--- config.mk ---
export PLATFORM = sky130hd
export DESIGN_NAME = fix_tag_decimal_extractor_core_flat
export DESIGN_NICKNAME = d
export VERILOG_FILES = /design/src/rtl/fixtde_pkg.sv /design/src/rtl/fixtde_stream_if.sv /design/src/rtl/fix_tag_decimal_extractor_core.sv /design/src/flat_wrapper.sv
export SDC_FILE = /design/constraint.sdc
export NUM_CORES = 1
export LEC_CHECK = 0
export BUFFER_PORTS_ARGS = -buffer_cell sky130_fd_sc_hd__buf_2
export CAP_MARGIN = 0
export CORE_MARGIN = 2
export CORE_UTILIZATION = 60
export DETAILED_ROUTE_END_ITERATION = 7
export MAX_ROUTING_LAYER = met4
export PLACE_DENSITY_LB_ADDON = 0.3
export SETUP_SLACK_MARGIN = 0.15
export SLEW_MARGIN = 30
export SYNTH_ARGS = -nofsm -noshare
export SYNTH_HDL_FRONTEND = slang
export SYNTH_SLANG_ARGS = --single-unit
--- constraint.sdc ---
create_clock -name clk -period 4.1 [get_ports clk]
set_input_delay 0.615 -clock clk [delete_from_list [all_inputs] [get_ports clk]]
set_output_delay 0.615 -clock clk [all_outputs]
set_load 0.02 [all_outputs]
--- src/rtl/fixtde_pkg.sv ---
package fixtde_pkg;

  // Character codes of the tag and the digit range.
  localparam logic [7:0] CHAR_3     = 8'h33;
  localparam logic [7:0] CHAR_8     = 8'h38;
  localparam logic [7:0] CHAR_EQUAL = 8'h3D;
  localparam logic [7:0] CHAR_0     = 8'h30;
  localparam logic [7:0] CHAR_9     = 8'h39;

  // Field widths.
  localparam int unsigned BYTE_W   = 8;
  localparam int unsigned VOLUME_W = 31;
  localparam int unsigned PHASE_W  = 3;

  // Clamp value of the volume and the reset value of the header length.
  localparam logic [VOLUME_W-1:0] VOLUME_MAX        = '1;
  localparam logic [BYTE_W-1:0]   HEADER_SKIP_RESET = 8'd26;
  localparam logic [BYTE_W-1:0]   POSITION_MAX      = '1;

  // Input item: one frame byte with its end-of-frame mark.
  typedef struct packed {
    logic [BYTE_W-1:0] data_byte;
    logic              last_byte;
  } in_item_t;

  // Result item: one per frame.
  typedef struct packed {
    logic [VOLUME_W-1:0] volume;
    logic                tag_found;
    logic                saturated;
  } out_item_t;

  // Configuration write data.
  typedef logic [BYTE_W-1:0] cfg_item_t;

endpackage

--- src/rtl/fixtde_stream_if.sv ---
interface fixtde_stream_if #(
  parameter type payload_t = logic [7:0]
);

  logic     valid;
  logic     ready;
  payload_t payload;

  modport source (output valid, output payload, input ready);
  modport sink   (input valid, input payload, output ready);

endinterface

--- src/rtl/fix_tag_decimal_extractor_core.sv ---
// Extracts the decimal value that follows the first "38=" tag after the header of a frame.
//
// in_chan  (sink, payload fixtde_pkg::in_item_t): one frame byte per transfer,
//          last_byte marks the final byte of the frame.
// out_chan (source, payload fixtde_pkg::out_item_t): one result per frame,
//          carrying volume, tag_found and saturated.
// cfg_chan (sink, payload fixtde_pkg::cfg_item_t): writes header_skip, the
//          number of leading frame bytes ignored by the tag search. Always
//          ready; write it only while no frame is in progress.
//
// Throughput is one byte per cycle. A byte is captured in the input register
// and then updates the scan state as it leaves that register; a last byte
// also loads the result register, from which out_chan presents the result.
// The times-ten accumulate and clamp compare are combinational paths.
// Reset clears both pipeline stages and the scan state and sets header_skip
// to 26. When out_chan stalls with a result pending, non-last bytes keep
// flowing; a last byte waits in the input register and in_chan.ready drops
// until the pending result is transferred.
module fix_tag_decimal_extractor_core (
  input  logic                   clk,
  input  logic                   rst_n,
  fixtde_stream_if.sink          in_chan,
  fixtde_stream_if.source        out_chan,
  fixtde_stream_if.sink          cfg_chan
);

  // Match phase codes.
  localparam logic [fixtde_pkg::PHASE_W-1:0] PH_SEARCH = 3'd0;
  localparam logic [fixtde_pkg::PHASE_W-1:0] PH_GOT3   = 3'd1;
  localparam logic [fixtde_pkg::PHASE_W-1:0] PH_GOT38  = 3'd2;
  localparam logic [fixtde_pkg::PHASE_W-1:0] PH_DIGITS = 3'd3;
  localparam logic [fixtde_pkg::PHASE_W-1:0] PH_DONE   = 3'd4;

  logic [fixtde_pkg::BYTE_W-1:0]   header_skip_r;

  logic                            s1_valid_r;
  fixtde_pkg::in_item_t            s1_item_r;

  logic [fixtde_pkg::BYTE_W-1:0]   pos_r, pos_nxt;
  logic [fixtde_pkg::PHASE_W-1:0]  phase_r, phase_nxt;
  logic [fixtde_pkg::VOLUME_W-1:0] acc_r, acc_nxt;
  logic                            found_r, found_nxt;
  logic                            clamp_r, clamp_nxt;

  logic                            out_valid_r;
  fixtde_pkg::out_item_t           out_item_r;

  logic                            out_free;
  logic                            s1_adv;
  logic                            in_ready;
  logic                            in_xfer;
  logic                            frame_end;
  logic                            is_digit;
  logic [fixtde_pkg::VOLUME_W+3:0] acc_times10;

  // Handshake control: the result register frees up when taken, the input
  // register moves on unless a last byte meets a full result register.
  assign out_free  = !out_valid_r || out_chan.ready;
  assign s1_adv    = s1_valid_r && (!s1_item_r.last_byte || out_free);
  assign in_ready  = !s1_valid_r || s1_adv;
  assign in_xfer   = in_chan.valid && in_ready;
  assign frame_end = s1_adv && s1_item_r.last_byte;

  assign in_chan.ready    = in_ready;
  assign cfg_chan.ready   = 1'b1;
  assign out_chan.valid   = out_valid_r;
  assign out_chan.payload = out_item_r;

  // Configuration register.
  always_ff @(posedge clk) begin
    if (!rst_n) begin
      header_skip_r <= fixtde_pkg::HEADER_SKIP_RESET;
    end else if (cfg_chan.valid) begin
      header_skip_r <= cfg_chan.payload;
    end
  end

  // Input register.
  always_ff @(posedge clk) begin
    if (!rst_n) begin
      s1_valid_r <= 1'b0;
    end else if (in_ready) begin
      s1_valid_r <= in_chan.valid;
    end
  end

  always_ff @(posedge clk) begin
    if (in_xfer) begin
      s1_item_r <= in_chan.payload;
    end
  end

  // Digit accumulate: value times ten plus the digit, checked for overflow.
  assign is_digit    = s1_item_r.data_byte inside {[fixtde_pkg::CHAR_0:fixtde_pkg::CHAR_9]};
  assign acc_times10 = ({4'd0, acc_r} << 3) + ({4'd0, acc_r} << 1)
                     + {{(fixtde_pkg::VOLUME_W){1'b0}},
                        s1_item_r.data_byte[3:0]};

  // Scan state update for the byte in the input register.
  always_comb begin
    phase_nxt = phase_r;
    acc_nxt   = acc_r;
    found_nxt = found_r;
    clamp_nxt = clamp_r;
    pos_nxt   = (pos_r == fixtde_pkg::POSITION_MAX) ? pos_r : pos_r + 8'd1;
    if (pos_r >= header_skip_r) begin
      case (phase_r)
        PH_SEARCH: begin
          if (s1_item_r.data_byte == fixtde_pkg::CHAR_3) begin
            phase_nxt = PH_GOT3;
          end
        end
        PH_GOT3: begin
          if (s1_item_r.data_byte == fixtde_pkg::CHAR_8) begin
            phase_nxt = PH_GOT38;
          end else if (s1_item_r.data_byte == fixtde_pkg::CHAR_3) begin
            phase_nxt = PH_GOT3;
          end else begin
            phase_nxt = PH_SEARCH;
          end
        end
        PH_GOT38: begin
          if (s1_item_r.data_byte == fixtde_pkg::CHAR_EQUAL) begin
            phase_nxt = PH_DIGITS;
            found_nxt = 1'b1;
          end else if (s1_item_r.data_byte == fixtde_pkg::CHAR_3) begin
            phase_nxt = PH_GOT3;
          end else begin
            phase_nxt = PH_SEARCH;
          end
        end
        PH_DIGITS: begin
          if (!is_digit) begin
            phase_nxt = PH_DONE;
          end else if (acc_times10[fixtde_pkg::VOLUME_W+3:fixtde_pkg::VOLUME_W] != 4'd0) begin
            acc_nxt   = fixtde_pkg::VOLUME_MAX;
            clamp_nxt = 1'b1;
          end else begin
            acc_nxt = acc_times10[fixtde_pkg::VOLUME_W-1:0];
          end
        end
        default: begin
          phase_nxt = phase_r;
        end
      endcase
    end
  end

  // Scan state registers; the frame end clears them for the next frame.
  always_ff @(posedge clk) begin
    if (!rst_n || frame_end) begin
      pos_r   <= '0;
      phase_r <= PH_SEARCH;
      acc_r   <= '0;
      found_r <= 1'b0;
      clamp_r <= 1'b0;
    end else if (s1_adv) begin
      pos_r   <= pos_nxt;
      phase_r <= phase_nxt;
      acc_r   <= acc_nxt;
      found_r <= found_nxt;
      clamp_r <= clamp_nxt;
    end
  end

  // Result register.
  always_ff @(posedge clk) begin
    if (!rst_n) begin
      out_valid_r <= 1'b0;
    end else if (out_free) begin
      out_valid_r <= frame_end;
    end
  end

  always_ff @(posedge clk) begin
    if (frame_end) begin
      out_item_r.volume    <= acc_nxt;
      out_item_r.tag_found <= found_nxt;
      out_item_r.saturated <= clamp_nxt;
    end
  end

  // A clamped result always carries the maximum volume.
  a_sat_max: assert property (@(posedge clk) disable iff (!rst_n)
    out_valid_r && out_item_r.saturated |-> out_item_r.volume == fixtde_pkg::VOLUME_MAX)
    else $error("saturated result without maximum volume");

  // Without a tag there is neither a value nor a clamp.
  a_no_tag_zero: assert property (@(posedge clk) disable iff (!rst_n)
    out_valid_r && !out_item_r.tag_found |-> out_item_r.volume == '0 && !out_item_r.saturated)
    else $error("value reported without a tag match");

  // The found flag tracks the phases that follow a match.
  a_found_phase: assert property (@(posedge clk) disable iff (!rst_n)
    found_r == (phase_r == PH_DIGITS || phase_r == PH_DONE))
    else $error("found flag out of step with match phase");

  // The end of a frame leaves the scan state cleared.
  a_frame_clear: assert property (@(posedge clk) disable iff (!rst_n)
    frame_end |=> pos_r == '0 && phase_r == PH_SEARCH && acc_r == '0)
    else $error("scan state not cleared after frame end");

  // Input stalls only for a last byte waiting on a full result register.
  a_stall_cause: assert property (@(posedge clk) disable iff (!rst_n)
    !in_ready |-> s1_valid_r && s1_item_r.last_byte && out_valid_r && !out_chan.ready)
    else $error("input stalled without a pending result");

endmodule

--- src/flat_wrapper.sv ---
// flat-port wrapper written by rule: the top's interface ports become plain ports
module fix_tag_decimal_extractor_core_flat 
  (clk, rst_n, in_chan_valid, in_chan_payload, in_chan_ready, out_chan_valid, out_chan_payload, out_chan_ready, cfg_chan_valid, cfg_chan_payload, cfg_chan_ready);
  fixtde_stream_if #(.payload_t(fixtde_pkg::in_item_t)) in_chan_i ();
  fixtde_stream_if #(.payload_t(fixtde_pkg::out_item_t)) out_chan_i ();
  fixtde_stream_if #(.payload_t(fixtde_pkg::cfg_item_t)) cfg_chan_i ();
  input  logic clk;
  input  logic rst_n;
  input wire logic [$bits(in_chan_i.valid)-1:0] in_chan_valid;
  input wire logic [$bits(in_chan_i.payload)-1:0] in_chan_payload;
  output wire logic [$bits(in_chan_i.ready)-1:0] in_chan_ready;
  output wire logic [$bits(out_chan_i.valid)-1:0] out_chan_valid;
  output wire logic [$bits(out_chan_i.payload)-1:0] out_chan_payload;
  input wire logic [$bits(out_chan_i.ready)-1:0] out_chan_ready;
  input wire logic [$bits(cfg_chan_i.valid)-1:0] cfg_chan_valid;
  input wire logic [$bits(cfg_chan_i.payload)-1:0] cfg_chan_payload;
  output wire logic [$bits(cfg_chan_i.ready)-1:0] cfg_chan_ready;
  assign in_chan_i.valid = in_chan_valid;
  assign in_chan_i.payload = in_chan_payload;
  assign in_chan_ready = in_chan_i.ready;
  assign out_chan_valid = out_chan_i.valid;
  assign out_chan_payload = out_chan_i.payload;
  assign out_chan_i.ready = out_chan_ready;
  assign cfg_chan_i.valid = cfg_chan_valid;
  assign cfg_chan_i.payload = cfg_chan_payload;
  assign cfg_chan_ready = cfg_chan_i.ready;
  fix_tag_decimal_extractor_core u_core (.clk(clk), .rst_n(rst_n), .in_chan(in_chan_i), .out_chan(out_chan_i), .cfg_chan(cfg_chan_i));
endmodule
==> reports/metrics.yaml, run 1 <==
internal_power_uw: 1326
chipWidth_um: 104.2
critical_path.reg2reg.startpoint: "u_core.s1_item_r[4]"
synth-edff-count: 42
h-tree-depth: 3
cts_buffer_depth: 2
ys.warnings.count: 0
worstHoldPathType: "input port to register"
power_per_cell_area_mw_per_mm2: 263.5
portion_of_the_clock_cycle_consumed_by_the_worst_path_in_the_final_layout: 0.9229
drtIter0Drc: 328
die_area_mm2: 0.01086
ios: 58
leakage_uw: 0.002816
post-layout-total-power_uw: 1744
crit_fanout: 16
switching_share: 0.2396
post_dp_cell_area_mm2: 0.006349
finalClockSkew_ps: 9.863
detailed_place_hpwl_mm: 9.648
setup_viol: 0
route.vias.total: 5133
status: "complete, no violations"
comb_power_share: 0.044
place.port_buffers: 56
most_common_cell_after_layout_fill_and_taps_aside: "sky130_fd_sc_hd__ha_1"
tritoncts: "yes"
gpl.final_weighted_congestion: 0.9021
crit_arrival_ps: 3880
clk_pin_slew_worst_paths_ps: 100
clockPowerShare: 0.371
initial_antenna_violation_count: 0
netlist_area_mm2: 0.006026
final_period_minus_worst_setup_slack_ps: 3784
critical_path.reg2reg.endpoint: "u_core.out_chan.payload[4]"
layout-area-overhead-vs-synth_pct: 9.863
fp.dieH_um: 104.2
wirelength_mm: 14.05
grt_max_degree: 65
cts_made_buffers: 9
yosys_register_bits: 96
syn-instance-count: 642
core_mm2: 0.009774
cp_data_required_time_ps: 4200
timing.critical_path.from_type: "register"
drt.antenna.violating_nets: 0
asyncSetResetFlopFracSynth: 0
p_seq_frac: 0.584
num_rows: 36
p_sw_uw: 417.9
timing.fmax_ghz: 0.2643
maxSlewHeadroom: 0.6077
setup_total_negative_slack_ps: 0
clock_latency_ps: 370
number_of_slew_limit_violations_in_the_final_report: 0
drt_first_pass_iters: 5
detailed_route_vias_per_instance: 6.252
sequential_to_total_area_share_from_yosys_stat: 0.3887
grt.overflow.total: 0
tritoncts_num_sinks: 96
tightest_slew_ps: 587.9
clk_root_buffer_cell: "sky130_fd_sc_hd__clkbuf_8"
post_route_cells_drive_above_1_share: 0.1453
critical_path.endpoint_type: "register"
postSynth.topFlopCell: "sky130_fd_sc_hd__dfxtp_1"
rrSetupSlack_ps: 320
postSynthAreaPerCell_um2: 9.386
n_antenna_cell: 0
most-common-layout-cells: "70 x sky130_fd_sc_hd__ha_1, 66 x sky130_fd_sc_hd__a31oi_1, 64 x sky130_fd_sc_hd__nor2_1, 56 x sky130_fd_sc_hd__buf_2, 54 x sky130_fd_sc_hd__dfxtp_1"
post-route-util: 0.6773
min_delay_path_depth: 1
grt_first_pass_wirelength_mm: 22.43
first_global_vias: 4753
filler_cell_count: 791
drc: 0
nNetsFinal: 777
hold_start: "in_chan_payload[8]"
yosysUniqueCellTypes: 54
timing.hold.worst_endpoint: "u_core.s1_item_r[8]"
timing_hold_violations_final: 0
cap_violations: 0
worst-r2r-cell-count: 12
grt_util_all_layers: 0.2563
rsz0062_at_grt: "no"
floorplan.initialDensity: 0.6165
max-vdd-ir-drop_mv: 0.1580
synth.net_count: 736
criticalPathCategory: "register to register"
average_wire_length_per_cell_after_detail_routing_um: 17.11
stdcell_area_mm2: 0.006620
-- final cells by class --
class,instances,area [um2],share of cell area
inverter,18,67.56,0.01021
tap,133,166.4,0.02514
sequential,96,2342,0.3538
clock inverter,7,77.57,0.01172
clock buffer,9,123.9,0.01871
multi-input combinational,492,3462,0.5230
timing repair buffer,66,380.4,0.05746
-- power by group through the flow --
stage	combinational (uW)	clock (uW)	sequential [uW]
floorplan	42.7	0	1040
global placement	71.2	0	1040
detailed placement	74.5	0	1040
CTS	75.1	652	1020
global route	86.5	693	1020
finish	77.2	648	1020
-- kinds of logic (layout without fill, tap and decap cells) --
logic type      Yosys count  count (layout)  synth area share
fa+ha+maj                72              72            0.1520
flops                    96              96            0.3887
xor+xnor                 34              34           0.04942
other cells               1               1         0.0006223
compound gates          218             218            0.2344
simple gates            161             161            0.1225
buf+inv                  54             100           0.04236
mux                       6               6          0.009967
-- worst max-delay path by stage --
stage | start | slack [ps] | depth (start not counted) | end
global route | u_core.s1_item_r[3] | 190 | 13 | u_core.out_chan.payload[7]
global placement | u_core.s1_item_r[4] | 310 | 11 | u_core.out_chan.payload[23]
detailed placement | u_core.s1_item_r[3] | 200 | 12 | u_core.out_chan.payload[32]
finish | u_core.s1_item_r[4] | 320 | 12 | u_core.out_chan.payload[4]
CTS | u_core.s1_item_r[3] | 180 | 12 | u_core.out_chan.payload[32]
floorplan | u_core.s1_item_r[4] | 270 | 11 | u_core.out_chan.payload[25]
-- per-stage QoR --
step           cells  hold WS (ps)  setup slack (ps)
2_1_floorplan    642         421.9             274.5
4_1_cts          816         403.6             178.1
6_report         821         415.2             316.0
5_1_grt          821         393.2             190.4
3_3_place_gp     800         445.5             305.5
3_5_place_dp     800         449.4             203.2
-- state kept, by name, indices dropped and copies added (netlist names) --
signal and count:
u_core.acc_r 31, u_core.clamp_r 1, u_core.s1_valid_r 1, u_core.pos_r 8, u_core.found_r 1, u_core.out_chan.valid 1
u_core.s1_item_r 9, u_core.phase_r 3, u_core.header_skip_r 8, u_core.out_chan.payload 33
-- metal layers --
metal	GRT usage	wire, um
met1	0.3413	6290
met2	0.3985	6561
met3	0.04637	992
met4	0.08301	201
met5	-	0
-- synth_stat cells, types with 7 or more instances --
cell	count	share of area
sky130_fd_sc_hd__ha_1	70	0.15
sky130_fd_sc_hd__xor2_1	16	0.023
sky130_fd_sc_hd__xnor2_1	18	0.026
sky130_fd_sc_hd__a21oi_1	42	0.035
sky130_fd_sc_hd__nand2_1	37	0.023
sky130_fd_sc_hd__o21ai_0	44	0.037
sky130_fd_sc_hd__nor2b_1	8	0.0083
sky130_fd_sc_hd__nor3_1	7	0.0058
sky130_fd_sc_hd__o21ai_1	10	0.0083
sky130_fd_sc_hd__a21o_1	7	0.0087
sky130_fd_sc_hd__edfxtp_1	42	0.21
sky130_fd_sc_hd__inv_1	18	0.011
sky130_fd_sc_hd__a31oi_1	67	0.070
sky130_fd_sc_hd__clkbuf_1	26	0.016
sky130_fd_sc_hd__dfxtp_1	54	0.18
sky130_fd_sc_hd__nor2_1	64	0.040
sky130_fd_sc_hd__nand4_1	9	0.0093
sky130_fd_sc_hd__nand3_1	14	0.012
sky130_fd_sc_hd__a211oi_1	7	0.0087
-- timing repair --
item | 4_1_cts | 5_1_grt
setup endpoints to repair | 0 | 34
hold buffers | 0 | 0
gates resized for setup | 0 | 5
setup buffers | 0 | 3
-- worst max-delay path, cell delays in order, from the launching register on --
cell,delay [ps]
sky130_fd_sc_hd__edfxtp_1,450
sky130_fd_sc_hd__fa_1,580
sky130_fd_sc_hd__fa_2,270
sky130_fd_sc_hd__a211oi_2,80
sky130_fd_sc_hd__o21a_4,250
sky130_fd_sc_hd__a2111oi_4,380
sky130_fd_sc_hd__o21ai_2,120
sky130_fd_sc_hd__a2111oi_4,410
sky130_fd_sc_hd__o21ai_2,110
sky130_fd_sc_hd__a2111oi_4,340
sky130_fd_sc_hd__buf_4,190
sky130_fd_sc_hd__buf_6,210
sky130_fd_sc_hd__a31oi_1,120
Power figures use the tool's default switching activity.
==> run 2, diff against run 1 <==
--- a/config.mk
+++ b/config.mk
@@ -8,7 +8,7 @@
 export BUFFER_PORTS_ARGS = -buffer_cell sky130_fd_sc_hd__buf_2
 export CAP_MARGIN = 0
 export CORE_MARGIN = 2
-export CORE_UTILIZATION = 60
+export CORE_UTILIZATION = 61
 export DETAILED_ROUTE_END_ITERATION = 7
 export MAX_ROUTING_LAYER = met4
 export PLACE_DENSITY_LB_ADDON = 0.3
==> constraint.sdc (replaced) <==
create_clock -name clk -period 4.4 [get_ports clk]
set_input_delay 0.66 -clock clk [delete_from_list [all_inputs] [get_ports clk]]
set_output_delay 0.66 -clock clk [all_outputs]
set_load 0.02 [all_outputs]
==> run 2 against run 1 <==
Against the previous run:
- clock skew increased by 2.2 ps
- setup slack gained 120 ps
- routed wire length down 3.6%
- via count shrank 3.3%
- sequential cell count is the same
- utilization is 0.18 points higher
- critical path depth down 1
- non-clock buffer count fell by 4
- die area decreased by 1.6%
- largest cell class unchanged
- worst hold slack improved by 29 ps
==> reports/metrics.yaml, run 2 (synthesized netlist as in run 1, its figures left out) <==
status: "complete, no violations"  # unchanged
portion_of_the_clock_cycle_consumed_by_the_worst_path_in_the_final_layout: 0.9017  # was 0.9229
final_period_minus_worst_setup_slack_ps: 3967  # was 3784 ps
max-vdd-ir-drop_mv: 0.1586  # was 0.1580 mV
chipWidth_um: 103.4  # was 104.2 um
placedCellCount: 801  # was 800
drtIter0Drc: 422  # was 328
core_mm2: 0.009684  # was 0.009774 mm2
cts_buffer_depth: 2  # unchanged
leakage_uw: 0.002797  # was 0.002816 uW
grt_util_all_layers: 0.2660  # was 0.2563
cap_violations: 0  # unchanged
route.vias.total: 4965  # was 5133
timing_hold_violations_final: 0  # unchanged
cts_made_buffers: 9  # unchanged
setup_total_negative_slack_ps: 0  # unchanged
critical_path.endpoint_type: "register"  # unchanged
switching_share: 0.2383  # was 0.2396
detailed_route_vias_per_instance: 6.077  # was 6.252
initial_antenna_violation_count: 0  # unchanged
h-tree-depth: 3  # unchanged
die_area_mm2: 0.01069  # was 0.01086 mm2
ios: 58  # unchanged
grt_first_pass_wirelength_mm: 21.71  # was 22.43 mm
power_per_cell_area_mw_per_mm2: 246.5  # was 263.5 mW/mm2
flip_flop_count_of_the_largest_register_after_layout: 33  # unchanged
clock_latency_ps: 380  # was 370 ps
setup_viol: 0  # unchanged
most-common-layout-cells: "70 x sky130_fd_sc_hd__ha_1, 66 x sky130_fd_sc_hd__a31oi_1, 64 x sky130_fd_sc_hd__nor2_1, 56 x sky130_fd_sc_hd__buf_2, 54 x sky130_fd_sc_hd__dfxtp_1"  # unchanged
fp.dieH_um: 103.4  # was 104.2 um
worstHoldPathType: "input port to register"  # unchanged
drc: 0  # unchanged
comb_power_share: 0.043  # was 0.044
wirelength_mm: 13.54  # was 14.05 mm
p_sw_uw: 386.3  # was 417.9 uW
finalClockSkew_ps: 12.04  # was 9.863 ps
post_route_cells_drive_above_1_share: 0.1345  # was 0.1453
tightest_slew_ps: 632.8  # was 587.9 ps
layout.cells.non_filler: 817  # was 821
drt.antenna.violating_nets: 0  # unchanged
postCtsSetupRepairBufs: 0  # unchanged
layout-area-overhead-vs-synth_pct: 9.136  # was 9.863%
path_cells: "fa_1 > ha_1 > a211oi_1 > o211ai_1 > a21oi_1 > a21oi_1 > a211oi_1 > o21ai_1 > a2111oi_4 > buf_4 > a31oi_1"  # was fa_1 > fa_2 > a211oi_2 > o21a_4 > a2111oi_4 > o21ai_2 > a2111oi_4 > o21ai_2 > a2111oi_4 > buf_4 > buf_6 > a31oi_1
internal_power_uw: 1235  # was 1326 uW
timing.critical_path.from_type: "register"  # unchanged
most_common_cell_after_layout_fill_and_taps_aside: "sky130_fd_sc_hd__ha_1"  # unchanged
clockPowerShare: 0.371  # about the same
grt_max_degree: 64  # was 65
rsz0062_at_grt: "no"  # unchanged
drt_first_pass_iters: 5  # unchanged
first_global_vias: 4658  # was 4753
cpPeakStageDelay_ps: 510  # was 580 ps
number_of_slew_limit_violations_in_the_final_report: 0  # unchanged
clk_root_buffer_cell: "sky130_fd_sc_hd__clkbuf_8"  # unchanged
n_antenna_cell: 0  # unchanged
gpl.final_weighted_congestion: 0.9580  # was 0.9021
floorplan.initialDensity: 0.6222  # was 0.6165
crit_arrival_ps: 4080  # was 3880 ps
clk_pin_slew_worst_paths_ps: 100  # about the same
detailed_place_hpwl_mm: 9.907  # was 9.648 mm
tritoncts_num_sinks: 96  # unchanged
grt.overflow.total: 0  # unchanged
place.port_buffers: 56  # unchanged
average_wire_length_per_cell_after_detail_routing_um: 16.57  # was 17.11 um
criticalPathCategory: "register to register"  # unchanged
cp_data_required_time_ps: 4510  # was 4200 ps
nNetsFinal: 773  # was 777
maxSlewHeadroom: 0.5782  # was 0.6077
timing.fmax_ghz: 0.2521  # was 0.2643 GHz
cp_slowest_cell: "sky130_fd_sc_hd__fa_1"  # unchanged
p_seq_frac: 0.586  # was 0.584
crit_fanout: 14  # was 16
num_rows: 36  # unchanged
tritoncts: "yes"  # unchanged
## run 2: changes by cell type in the layout (fill, tap and decap cells not counted), moves of 2 or more
cell and change:
sky130_fd_sc_hd__buf_4 -3, sky130_fd_sc_hd__a211oi_1 +2, sky130_fd_sc_hd__buf_6 -2, sky130_fd_sc_hd__a211oi_2 -2, sky130_fd_sc_hd__buf_12 +2
## run 2: worst max-delay path, delay by kind of cell, from the launching register on
kind                     cells  cell delay (ps)
AO/OA/AOI/OAI                8             2080
adder cells (fa/ha/maj)      2              850
flip-flops                   1              460
buffers and inverters        1              290
## run 2: final timing paths
check                                          from                           to  cells past startpoint  slack, ps
worst max register to register  u_core.s1_item_r[4]  u_core.out_chan.payload[30]                     11        430
worst max-delay path            u_core.s1_item_r[4]  u_core.out_chan.payload[30]                     11        430
worst min-delay path             in_chan_payload[6]          u_core.s1_item_r[6]                      1        440
worst min register to register       u_core.clamp_r               u_core.clamp_r                      2        450
## run 2: stage by stage
step | power, uW | util | area [um2] | setup slack [ps] | hold slack (ps)
6_report | 1621 | 0.6791 | 6576 | 432.7 | 443.8
5_1_grt | 1676 | 0.6791 | 6576 | 200.4 | 428.1
4_1_cts | 1630 | 0.6784 | 6570 | 365.0 | 432.4
3_5_place_dp | 1040 | 0.6576 | 6369 | 397.9 | 441.8
3_3_place_gp | 1035 | 0.6575 | 6367 | 537.5 | 432.4
2_1_floorplan | 1013 | - | 6026 | 574.5 | 421.9
## run 2: metal layers
| metal | GRT usage | routed length, um | up-vias | part of all wire |
|---|---|---|---|---|
| met4 | 0.09514 | 297 | 0 | 0.022 |
| met3 | 0.04637 | 684 | 32 | 0.051 |
| met2 | 0.4055 | 6288 | 173 | 0.46 |
| met5 | - | 0 | - | 0 |
| met1 | 0.3569 | 6271 | 2294 | 0.46 |
| li1 | - | - | 2466 | - |
## run 2: cell type report
type | instances | area (um2)
multi-input cells | 492 | 3448
clock buffers | 9 | 123.9
fillers | 739 | 3108
well taps | 133 | 166.4
inverters | 18 | 67.56
clock inverters | 7 | 77.57
repair buffers | 62 | 350.3
flip-flops and latches | 96 | 2342
## run 2: power by group through the flow
stage	logic [uW]	registers, uW	clock network [uW]
after floorplan	39.8	973	0
after global placement	65.8	969	0
after detailed placement	69.5	970	0
after CTS	69.8	950	610
after global routing	77.8	951	647
final	69.8	950	601
## run 2: what timing repair did
item                                    in CTS  in global routing
resized for setup                            0                  0
hold buffers                                 0                  0
hold endpoints to repair                     0                  0
endpoints found under the setup margin       0                  7
